## config.mk

```make
export PLATFORM = sky130hd
export DESIGN_NAME = utf8_validate_and_chunk_top
export DESIGN_NICKNAME = d
export VERILOG_FILES = /design/src/sv/u8vc_pkg.sv /design/src/sv/utf8_validate_and_chunk_top.sv
export SDC_FILE = /design/constraint.sdc
export NUM_CORES = 1
export LEC_CHECK = 0
export BUFFER_PORTS_ARGS = -buffer_cell sky130_fd_sc_hd__buf_2
export CORE_UTILIZATION = 40
export DETAILED_ROUTE_END_ITERATION = 10
export MAX_ROUTING_LAYER = met4
export SYNTH_ARGS = -nofsm -noshare
export SYNTH_HDL_FRONTEND = slang
export SYNTH_SLANG_ARGS = --single-unit
```

## constraint.sdc

```tcl
create_clock -name clk -period 3.71 [get_ports clk]
set_clock_uncertainty 0.1 [all_clocks]
set_input_delay 0.1855 -clock clk [delete_from_list [all_inputs] [get_ports clk]]
set_output_delay 0.1855 -clock clk [all_outputs]
set_load 0.02 [all_outputs]
```

## src/sv/u8vc_pkg.sv

```systemverilog
// types and constants shared by the utf-8 validator and chunk marker
package u8vc_pkg;

  typedef enum logic [2:0] {
    ERR_NONE       = 3'd0,
    ERR_STRAY      = 3'd1,
    ERR_OVERLONG   = 3'd2,
    ERR_LEAD_HIGH  = 3'd3,
    ERR_TRUNC      = 3'd4,
    ERR_BAD_SECOND = 3'd5,
    ERR_BAD_CONT   = 3'd6
  } err_code_t;

  localparam int unsigned REG_CHUNK_LEN = 0;
  localparam int unsigned ADDR_BITS     = 3;
  localparam int unsigned DATA_BITS     = 32;
  localparam int unsigned SIZE_BITS     = 16;
  localparam int unsigned TOTAL_BITS    = 32;

  localparam logic [SIZE_BITS-1:0] CHUNK_LEN_RESET = 16'd1;

  localparam logic [7:0] ASCII_MAX   = 8'h7F;
  localparam logic [7:0] CONT_BASE   = 8'h80;
  localparam logic [7:0] CONT_MAX    = 8'hBF;
  localparam logic [7:0] CONT_MASK   = 8'hC0;
  localparam logic [7:0] LEAD2_MIN   = 8'hC0;
  localparam logic [7:0] OVERLONG_HI = 8'hC1;
  localparam logic [7:0] LEAD2_MAX   = 8'hDF;
  localparam logic [7:0] LEAD3_MIN   = 8'hE0;
  localparam logic [7:0] LEAD3_MAX   = 8'hEF;
  localparam logic [7:0] LEAD_ED     = 8'hED;
  localparam logic [7:0] LEAD4_MIN   = 8'hF0;
  localparam logic [7:0] LEAD4_MAX   = 8'hF4;
  localparam logic [7:0] E0_SECOND_MIN = 8'hA0;
  localparam logic [7:0] ED_SECOND_MAX = 8'h9F;
  localparam logic [7:0] F0_SECOND_MIN = 8'h90;
  localparam logic [7:0] F4_SECOND_MAX = 8'h8F;

endpackage

```

## src/sv/utf8_validate_and_chunk_top.sv

```systemverilog
// top level of the streaming utf-8 validator and chunk marker
// Takes one byte per transaction and returns one result per byte. A new byte is accepted in
// every cycle while results are taken; each byte passes an input register and then a result
// register, whose outputs hold the result until it is taken. The byte checks, the saturating
// offset and code point counters and the chunk fill compare all sit in the single stage
// between those two registers, which sets the rate of one byte per cycle. in_ready follows
// out_ready combinationally when both registers are full. chunk_len is written through the
// register port at byte address 0 and must only change while the block is idle.
module utf8_validate_and_chunk_top
  import u8vc_pkg::*;
#(
  parameter int unsigned OFFSET_BITS = 32,
  parameter int unsigned CHUNK_BITS  = 16
) (
  input  logic                  clk,
  input  logic                  rst,
  input  logic                  psel,
  input  logic                  penable,
  input  logic                  pwrite,
  input  logic [ADDR_BITS-1:0]  paddr,
  input  logic [DATA_BITS-1:0]  pwdata,
  output logic [DATA_BITS-1:0]  prdata,
  output logic                  pready,
  input  logic                  in_valid,
  output logic                  in_ready,
  input  logic [7:0]            data_byte,
  input  logic                  end_of_text,
  input  logic                  empty_text,
  output logic                  out_valid,
  input  logic                  out_ready,
  output logic [7:0]            byte_out,
  output logic                  code_point_done,
  output logic                  chunk_end,
  output logic                  last_out,
  output logic [2:0]            error_code,
  output logic [31:0]           error_offset,
  output logic [TOTAL_BITS-1:0] code_point_total
);

  localparam int unsigned CMP_W = ((CHUNK_BITS > SIZE_BITS) ? CHUNK_BITS : SIZE_BITS) + 1;

  logic [SIZE_BITS-1:0] chunk_len;

  logic       s1_valid;
  logic [7:0] s1_byte;
  logic       s1_last;
  logic       s1_empty;
  logic       advance;

  logic [OFFSET_BITS-1:0] byte_offset, byte_offset_next;
  logic [OFFSET_BITS-1:0] lead_offset, lead_offset_next;
  logic [1:0]             bytes_remaining, bytes_remaining_next;
  logic [1:0]             seq_position, seq_position_next;
  logic [7:0]             second_min, second_min_next;
  logic [7:0]             second_max, second_max_next;
  err_code_t              pending_error, pending_error_next;
  logic [OFFSET_BITS-1:0] pending_offset, pending_offset_next;
  logic                   error_latched, error_latched_next;
  logic [CHUNK_BITS-1:0]  chunk_fill, chunk_fill_next;
  logic [TOTAL_BITS-1:0]  point_count, point_count_next;

  logic            done, chunk, ok, closes;
  logic [CMP_W-1:0] fill_inc;
  logic [7:0]      res_byte;
  err_code_t       res_code;
  logic [31:0]     res_offset;
  logic [TOTAL_BITS-1:0] res_total;

  // register port
  assign pready = 1'b1;
  assign prdata = (paddr[ADDR_BITS-1:2] == (ADDR_BITS-2)'(REG_CHUNK_LEN)) ?
                  DATA_BITS'(chunk_len) : '0;

  always_ff @(posedge clk) begin
    if (rst) begin
      chunk_len <= CHUNK_LEN_RESET;
    end else if (psel && penable && pwrite &&
                 paddr[ADDR_BITS-1:2] == (ADDR_BITS-2)'(REG_CHUNK_LEN)) begin
      chunk_len <= pwdata[SIZE_BITS-1:0];
    end
  end

  // input register
  assign advance  = s1_valid && (!out_valid || out_ready);
  assign in_ready = !s1_valid || advance;

  always_ff @(posedge clk) begin
    if (rst) begin
      s1_valid <= 1'b0;
    end else if (in_ready) begin
      s1_valid <= in_valid;
    end
  end

  always_ff @(posedge clk) begin
    if (in_valid && in_ready) begin
      s1_byte  <= data_byte;
      s1_last  <= end_of_text;
      s1_empty <= empty_text;
    end
  end

  // per-byte check
  assign fill_inc = CMP_W'(chunk_fill) + CMP_W'(1);
  assign closes   = (fill_inc >= CMP_W'(chunk_len)) || (fill_inc == (CMP_W'(1) << CHUNK_BITS));

  always_comb begin
    byte_offset_next     = byte_offset;
    lead_offset_next     = lead_offset;
    bytes_remaining_next = bytes_remaining;
    seq_position_next    = seq_position;
    second_min_next      = second_min;
    second_max_next      = second_max;
    pending_error_next   = pending_error;
    pending_offset_next  = pending_offset;
    error_latched_next   = error_latched;
    chunk_fill_next      = chunk_fill;
    point_count_next     = point_count;
    done       = 1'b0;
    chunk      = 1'b0;
    ok         = 1'b1;
    res_byte   = s1_byte;
    res_code   = ERR_NONE;
    res_offset = '0;
    res_total  = '0;

    if (s1_empty) begin
      res_byte = '0;
      chunk    = 1'b1;
    end else begin
      if (!error_latched) begin
        if (bytes_remaining == 2'd0) begin
          second_min_next = CONT_BASE;
          second_max_next = CONT_MAX;
          case (s1_byte) inside
            [8'h00:ASCII_MAX]: begin
              done = 1'b1;
            end
            [CONT_BASE:CONT_MAX]: begin
              error_latched_next  = 1'b1;
              pending_error_next  = ERR_STRAY;
              pending_offset_next = byte_offset;
            end
            [LEAD2_MIN:OVERLONG_HI]: begin
              error_latched_next  = 1'b1;
              pending_error_next  = ERR_OVERLONG;
              pending_offset_next = byte_offset;
            end
            [LEAD4_MAX+8'd1:8'hFF]: begin
              error_latched_next  = 1'b1;
              pending_error_next  = ERR_LEAD_HIGH;
              pending_offset_next = byte_offset;
            end
            default: begin
              if (s1_byte == LEAD3_MIN) begin
                second_min_next = E0_SECOND_MIN;
              end else if (s1_byte == LEAD_ED) begin
                second_max_next = ED_SECOND_MAX;
              end else if (s1_byte == LEAD4_MIN) begin
                second_min_next = F0_SECOND_MIN;
              end else if (s1_byte == LEAD4_MAX) begin
                second_max_next = F4_SECOND_MAX;
              end
              if (s1_last) begin
                error_latched_next  = 1'b1;
                pending_error_next  = ERR_TRUNC;
                pending_offset_next = byte_offset;
              end else begin
                if (s1_byte <= LEAD2_MAX) begin
                  bytes_remaining_next = 2'd1;
                end else if (s1_byte <= LEAD3_MAX) begin
                  bytes_remaining_next = 2'd2;
                end else begin
                  bytes_remaining_next = 2'd3;
                end
                seq_position_next   = 2'd1;
                lead_offset_next    = byte_offset;
                pending_error_next  = ERR_NONE;
                pending_offset_next = '0;
              end
            end
          endcase
        end else begin
          if (seq_position == 2'd1) begin
            ok = (s1_byte >= second_min) && (s1_byte <= second_max);
          end else begin
            ok = (s1_byte & CONT_MASK) == CONT_BASE;
          end
          if (!ok && pending_error == ERR_NONE) begin
            pending_error_next  = (seq_position == 2'd1) ? ERR_BAD_SECOND : ERR_BAD_CONT;
            pending_offset_next = byte_offset;
          end
          bytes_remaining_next = bytes_remaining - 2'd1;
          seq_position_next    = seq_position + 2'd1;
          if (bytes_remaining_next == 2'd0) begin
            seq_position_next = 2'd0;
            if (pending_error_next != ERR_NONE) begin
              error_latched_next = 1'b1;
            end else begin
              done = 1'b1;
            end
          end else if (s1_last) begin
            error_latched_next  = 1'b1;
            pending_error_next  = ERR_TRUNC;
            pending_offset_next = lead_offset;
          end
        end
        if (error_latched_next) begin
          bytes_remaining_next = 2'd0;
          seq_position_next    = 2'd0;
        end
        if (done) begin
          if (point_count != '1) begin
            point_count_next = point_count + TOTAL_BITS'(1);
          end
          chunk           = closes;
          chunk_fill_next = closes ? '0 : CHUNK_BITS'(fill_inc);
        end
        if (s1_last && !error_latched_next) begin
          chunk = 1'b1;
        end
      end
      if (error_latched_next) begin
        res_code   = pending_error_next;
        res_offset = 32'(pending_offset_next);
      end
      res_total = point_count_next;
    end

    if (s1_empty || s1_last) begin
      byte_offset_next     = '0;
      lead_offset_next     = '0;
      bytes_remaining_next = 2'd0;
      seq_position_next    = 2'd0;
      second_min_next      = CONT_BASE;
      second_max_next      = CONT_MAX;
      pending_error_next   = ERR_NONE;
      pending_offset_next  = '0;
      error_latched_next   = 1'b0;
      chunk_fill_next      = '0;
      point_count_next     = '0;
    end else if (byte_offset != '1) begin
      byte_offset_next = byte_offset + OFFSET_BITS'(1);
    end
  end

  // text state
  always_ff @(posedge clk) begin
    if (rst) begin
      byte_offset     <= '0;
      lead_offset     <= '0;
      bytes_remaining <= 2'd0;
      seq_position    <= 2'd0;
      second_min      <= CONT_BASE;
      second_max      <= CONT_MAX;
      pending_error   <= ERR_NONE;
      pending_offset  <= '0;
      error_latched   <= 1'b0;
      chunk_fill      <= '0;
      point_count     <= '0;
    end else if (advance) begin
      byte_offset     <= byte_offset_next;
      lead_offset     <= lead_offset_next;
      bytes_remaining <= bytes_remaining_next;
      seq_position    <= seq_position_next;
      second_min      <= second_min_next;
      second_max      <= second_max_next;
      pending_error   <= pending_error_next;
      pending_offset  <= pending_offset_next;
      error_latched   <= error_latched_next;
      chunk_fill      <= chunk_fill_next;
      point_count     <= point_count_next;
    end
  end

  // result register
  always_ff @(posedge clk) begin
    if (rst) begin
      out_valid <= 1'b0;
    end else if (!out_valid || out_ready) begin
      out_valid <= s1_valid;
    end
  end

  always_ff @(posedge clk) begin
    if (advance) begin
      byte_out         <= res_byte;
      code_point_done  <= done;
      chunk_end        <= chunk;
      last_out         <= s1_last || s1_empty;
      error_code       <= res_code;
      error_offset     <= res_offset;
      code_point_total <= res_total;
    end
  end

endmodule

```

## Word level (Yosys, flattened, before mapping)

Index checks and enable logic that the tools add are counted.
W data, S select, Z words.

- RAM bits: 0
- Memories kept: 0
- Latch bits: 0
- Bits in read-only memories: 0
- Output and inout port bits: 113
- Logic and storage cells: 223
- Flip-flop bits (word level): 274
- Bits of input ports: 52

- Div/mod/pow operators: 0
- $mul: 0
- Equal/unequal tests: 21
- Bitwise logic cells: 2
- Shift operators: 0
- Reduce and logical (&&, ||, !) cells: 35
- Magnitude comparators: 13
- Multiplexer cells: 123
- $add $sub $neg: 5

Operator list:

| operator | number |
|---|---|
| $mux W32 | 28 |
| $mux W16 | 6 |
| $mux W6 | 13 |
| $add A32 B1 Y32 const B | 2 |
| $mux W8 | 8 |
| $ne A32 B32 Y1 const B | 2 |
| $mux W2 | 23 |
| $mux W3 | 15 |
| $le A8 B8 Y1 const B | 5 |
| $eq A8 B8 Y1 const B | 4 |
| $mux W1 | 28 |
| $ge A8 B8 Y1 const B | 3 |
| $ne A4 B2 Y1 const B | 5 |
| $add A16 B1 Y17 const B | 1 |
| $eq A17 B17 Y1 const B | 1 |
| $ge A17 B16 Y1 | 1 |
| $ne A2 B1 Y1 const B | 7 |
| $logic_and A1 B1 Y1 | 12 |
| $mux W5 | 2 |
| $reduce_and A9 Y1 | 1 |
| $ge A8 B1 Y1 const B | 1 |
| $ge A8 B8 Y1 | 1 |
| $le A8 B7 Y1 const B | 1 |
| $le A8 B8 Y1 | 1 |
| other kinds (15) | 28 |

## Logic depth before layout (Yosys ltp)

- Depth in word-level cells: 22
- Depth in mapped cells: 14
- Depth with buffers taken out: 13

## Least setup slack after synthesis

OpenSTA, ideal clock, no wires.

- Path kind: register to register
- Start point: reg out_valid
- End point: reg pending_offset[10]
- Data required time: 3.478 ns
- Slack: -0.359 ns
- Data arrival time: 3.836 ns
- Library setup time: 0.132 ns
- Stages on the path, launching flop included: 9
- Cells stage by stage: dfxtp_1 > nand2b_1 > nand2_1 > inv_1 > clkbuf_1 > nor2_1 > a21oi_1 > clkbuf_1 > a21oi_1

- Longest elaborated chain between the ends: 4

RTL lines:

| item | line | text |
|---|---|---|
| start: declaration | utf8_validate_and_chunk_top.sv:29 | `output logic out_valid,` |
| start signal: assignment | utf8_validate_and_chunk_top.sv:281 | `out_valid <= s1_valid;` |
| $logic_not A1 Y1 | utf8_validate_and_chunk_top.sv:84 | `assign advance = s1_valid && (!out_valid \|\| out_ready);` |
| $logic_or A1 B1 Y1 | utf8_validate_and_chunk_top.sv:84 |  |
| $logic_and A1 B1 Y1 | utf8_validate_and_chunk_top.sv:84 |  |
| named net advance | utf8_validate_and_chunk_top.sv:48 | `logic advance;` |
| $reduce_and A2 Y1 (no source line) | -- |  |
| end signal: assignment | utf8_validate_and_chunk_top.sv:269 | `pending_offset <= pending_offset_next;` |
| end: declaration | utf8_validate_and_chunk_top.sv:57 | `logic [OFFSET_BITS-1:0] pending_offset, pending_offset_next;` |

The timed path passes the listed nets, and every way through them passes these cells.
A chain may end at the register's enable or synchronous reset.

## Worst setup path in the final report

- Start point: reg chunk_fill[0]
- End point: reg chunk_end, data pin

- Longest elaborated chain between the ends: 6

RTL lines:

| item | line | text |
|---|---|---|
| start: declaration | utf8_validate_and_chunk_top.sv:59 | `logic [CHUNK_BITS-1:0] chunk_fill, chunk_fill_next;` |
| start signal: assignment | utf8_validate_and_chunk_top.sv:271 | `chunk_fill <= chunk_fill_next;` |
| $add A16 B1 Y17 (*) | utf8_validate_and_chunk_top.sv:104 | `assign fill_inc = CMP_W'(chunk_fill) + CMP_W'(1);` |
| $ge A17 B16 Y1 or $eq A17 B17 Y1 (tied branches) | utf8_validate_and_chunk_top.sv:105 | `assign closes = (fill_inc >= CMP_W'(chunk_len)) \|\| (fill_inc == (CMP_W'(1) << CHUNK_BITS));` |
| $logic_or A1 B1 Y1 (*) | utf8_validate_and_chunk_top.sv:105 |  |
| $mux W1 (*) | utf8_validate_and_chunk_top.sv:212 | `if (done) begin` |
| $mux W1 (*) | utf8_validate_and_chunk_top.sv:219 | `if (s1_last && !error_latched_next) begin` |
| $mux W1 (*) | utf8_validate_and_chunk_top.sv:131 | `if (!error_latched) begin` |
| end signal: assignment | utf8_validate_and_chunk_top.sv:289 | `chunk_end <= chunk;` |
| end: declaration | utf8_validate_and_chunk_top.sv:33 | `output logic chunk_end,` |

Mark *: on every way between the ends. The rest lies on a longest branch, timed or not.

==> out/results.ini <==
[clock_network]
cts_buffer_depth = 3
cts_tree = yes
cts_made_buffers = 31
htreeDepth = 1
cts_root_buffer = clkbuf_16
clock_sinks = 262
cts.clk_slew.worst_paths_ns = 0.06
clock_latency_ns = 0.56

[yosys]
seq_area_frac_synth = 0.449
synth_compound_area_frac = 0.168
synth-edff-count = 88
yosysTopAreaCell = dfxtp_1
synthCells = 1520
synth-async-reset-ratio = 0
synth_top_family_by_area = simple AND/OR/NAND/NOR gates
yosysWarnings = 0
netlist_top_cells_area = dfxtp_1 26%, edfxtp_1 19%, a21oi_1 4.6%, nor2_1 4.0%, xnor2_1 3.3%
yosysTopAreaCellShare = 0.255
synth.distinct_cells = 77
synth_ff_type = dfxtp_1
synthAdderAreaFrac = 0.0220
syn_area_mm2 = 0.0136
yosys.area_share.simple = 0.225
synth-seq-cells = 262
synth_xor_area_frac = 0.0398
synth.avg_cell_area_um2 = 8.98
synthMuxAreaShare = 0.0272

[global_routing]
grt_max_degree = 79
grt_usage = 0.210
grt_pass1_wl_um = 59200
grt_pass1_vias = 11200
grt.overflow.total = 0
antenna_found_initial = 0

[drt]
wirelength_um = 36300
antenna_left = 0
via_per_inst = 5.57
first_iter_violations = 794
first_pass_iters = 5
wl_per_cell_um = 17.2
vias = 11700
drc = 0

[timing]
fin_setup_tns_ns = 0
drv_slew = 0
finalCritPeriodShare = 0.948
worst_slack_ns = 0.193
relSlewSlack = 0.365
worstMarginPinSlew_ns = 0.951
fmax_mhz = 284
hold_viol = 0
setup_viol = 0
min_period_ns = 3.52

[placed_design]
hpwl_um = 23100
placedCellCount = 2015
port_buffers = 129
post-place-ws_ns = 0.112
gp_congestion = 0.877

[finish]
final_nets = 1706
final_common_cell = dfxtp_1
mostFrequentLayoutCells = 174 x dfxtp_1, 144 x nor2_1, 129 x buf_2, 123 x a21oi_1, 110 x nand2_1
drive_gt1_frac = 0.161
instances_no_fill = 2103
fin_util = 0.479
area_growth_pct = 17.7
n_antenna_cell = 0

[worst_setup_path]
r2r_start = chunk_fill[0]$_SDFFE_PP0P_
r2r_slack_ns = 0.19
end_kind = flip-flop
cp_max_fo = 6
cp-start-kind = flip-flop
crit_type = reg -> reg
r2r_cells = 13
required_ns = 3.92
worstPathArrival_ns = 3.73
r2r-end = chunk_end$_SDFFCE_PP1P_

[floorplanning]
dieArea_mm2 = 0.0349
die_w_um = 187
dieHeight_um = 187
core_mm2 = 0.0335
rows = 67
io_pins = 165
initial_core_util = 0.407

[min_path]
hp-start = rst
min_to = lead_offset[2]$_SDFFE_PP0P_
hp-class = in -> reg
worstHoldPathCells = 2

[status]
status = complete, no violations

[power]
ir_drop_mv = 0.335
total_power_mw = 6.68
power_density_mw_per_mm2 = 416
leakage_nw = 5.61

[job]
maxCapViolCount = 0

==> what timing repair did <==
item | 4_1_cts | 5_1_grt
gates resized for setup | 0 | 9
hold buffers | 29 | 0
endpoints found under the setup margin | 0 | 17
hold endpoints to repair | 28 | 0
buffers inserted | 0 | 1
==> flip-flops by register name, indices dropped and copies added, names as in the netlist, 2 cells and up <==
register,flops
chunk_fill,16
byte_offset,32
second_min,2
point_count,32
bytes_remaining,2
pending_offset,32
byte_out,8
code_point_total,32
s1_byte,8
error_offset,32
error_code,3
pending_error,3
seq_position,2
chunk_len,16
lead_offset,32
second_max,2
==> worst max-delay path by stage <==
stage | start | end
finish | chunk_fill[0]$_SDFFE_PP0P_ | chunk_end$_SDFFCE_PP1P_
detailed placement | chunk_fill[1]$_SDFFE_PP0P_ | chunk_fill[10]$_SDFFE_PP0P_
global placement | chunk_fill[1]$_SDFFE_PP0P_ | chunk_end$_SDFFCE_PP1P_
floorplan | chunk_fill[0]$_SDFFE_PP0P_ | chunk_fill[8]$_SDFFE_PP0P_
global route | chunk_fill[2]$_SDFFE_PP0P_ | chunk_end$_SDFFCE_PP1P_
CTS | chunk_fill[1]$_SDFFE_PP0P_ | chunk_fill[9]$_SDFFE_PP0P_
==> area by class of cell <==
type	instances	area, µm²
clock inverters	21	190
fillers	3235	17500
repair buffers	206	1350
inverters	70	265
well taps	448	561
clock buffers	37	818
multi-input cells	1059	6750
flip-flops and latches	262	6130
==> critical path: stages, from the launching register on <==
cell	delay [ns]
dfxtp_1	0.35
buf_4	0.15
nand3_1	0.11
nor3_2	0.26
and3_2	0.30
nand3_1	0.11
xnor2_1	0.29
ha_1	0.29
nand3_1	0.12
o221ai_1	0.14
a221oi_1	0.33
nor4b_4	0.30
nor2_1	0.09
a311o_1	0.31
==> routing by layer <==
layer / vias up / track usage / wire length, µm
li1: 5724 / - / -
met1: 5616 / 0.275 / 16800
met2: 331 / 0.343 / 17000
met3: 52 / 0.0275 / 1880
met4: 0 / 0.0508 / 580
met5: - / - / 0
==> Yosys cell counts, types with 12 or more instances <==
master / count
dfxtp_1: 174
nor2_1: 147
a21oi_1: 125
nand2_1: 111
clkbuf_1: 100
edfxtp_1: 88
nand3_1: 78
inv_1: 69
nor3_1: 66
xnor2_1: 51
mux2i_1: 36
and2_1: 33
a222oi_1: 31
nand4_1: 31
a21boi_0: 29
a31oi_1: 27
ha_1: 24
o21ai_0: 23
buf_4: 21
or3_1: 21
or4_1: 20
buf_2: 16
nor2b_1: 13
and3_1: 12
==> cell families (layout without fill, tap and decap cells) <==
family / after synthesis / after routing
XOR/XNOR: 62 / 62
flip-flops: 262 / 262
AND/OR/NAND/NOR: 598 / 598
AO/OA/AOI/OAI: 321 / 321
adder cells (fa/ha/maj): 24 / 24
other: 2 / 17
buffers and inverters: 214 / 334
multiplexers: 37 / 37
==> power breakdown <==
group | internal, mW | switching, mW
sequential | 3.02 | 0.0302
clock | 1.78 | 1.23
combinational | 0.189 | 0.430
total | 4.99 | 1.69
==> metrics by stage <==
stage / area (µm²) / hold WS, ns
global route: 16100 / 0.117
floorplan: 13700 / 0.184
finish: 16100 / 0.0969
CTS: 16000 / 0.0882
detailed placement: 14700 / 0.264
global placement: 14700 / 0.264
No activity file was read; power rests on OpenSTA's default activity.
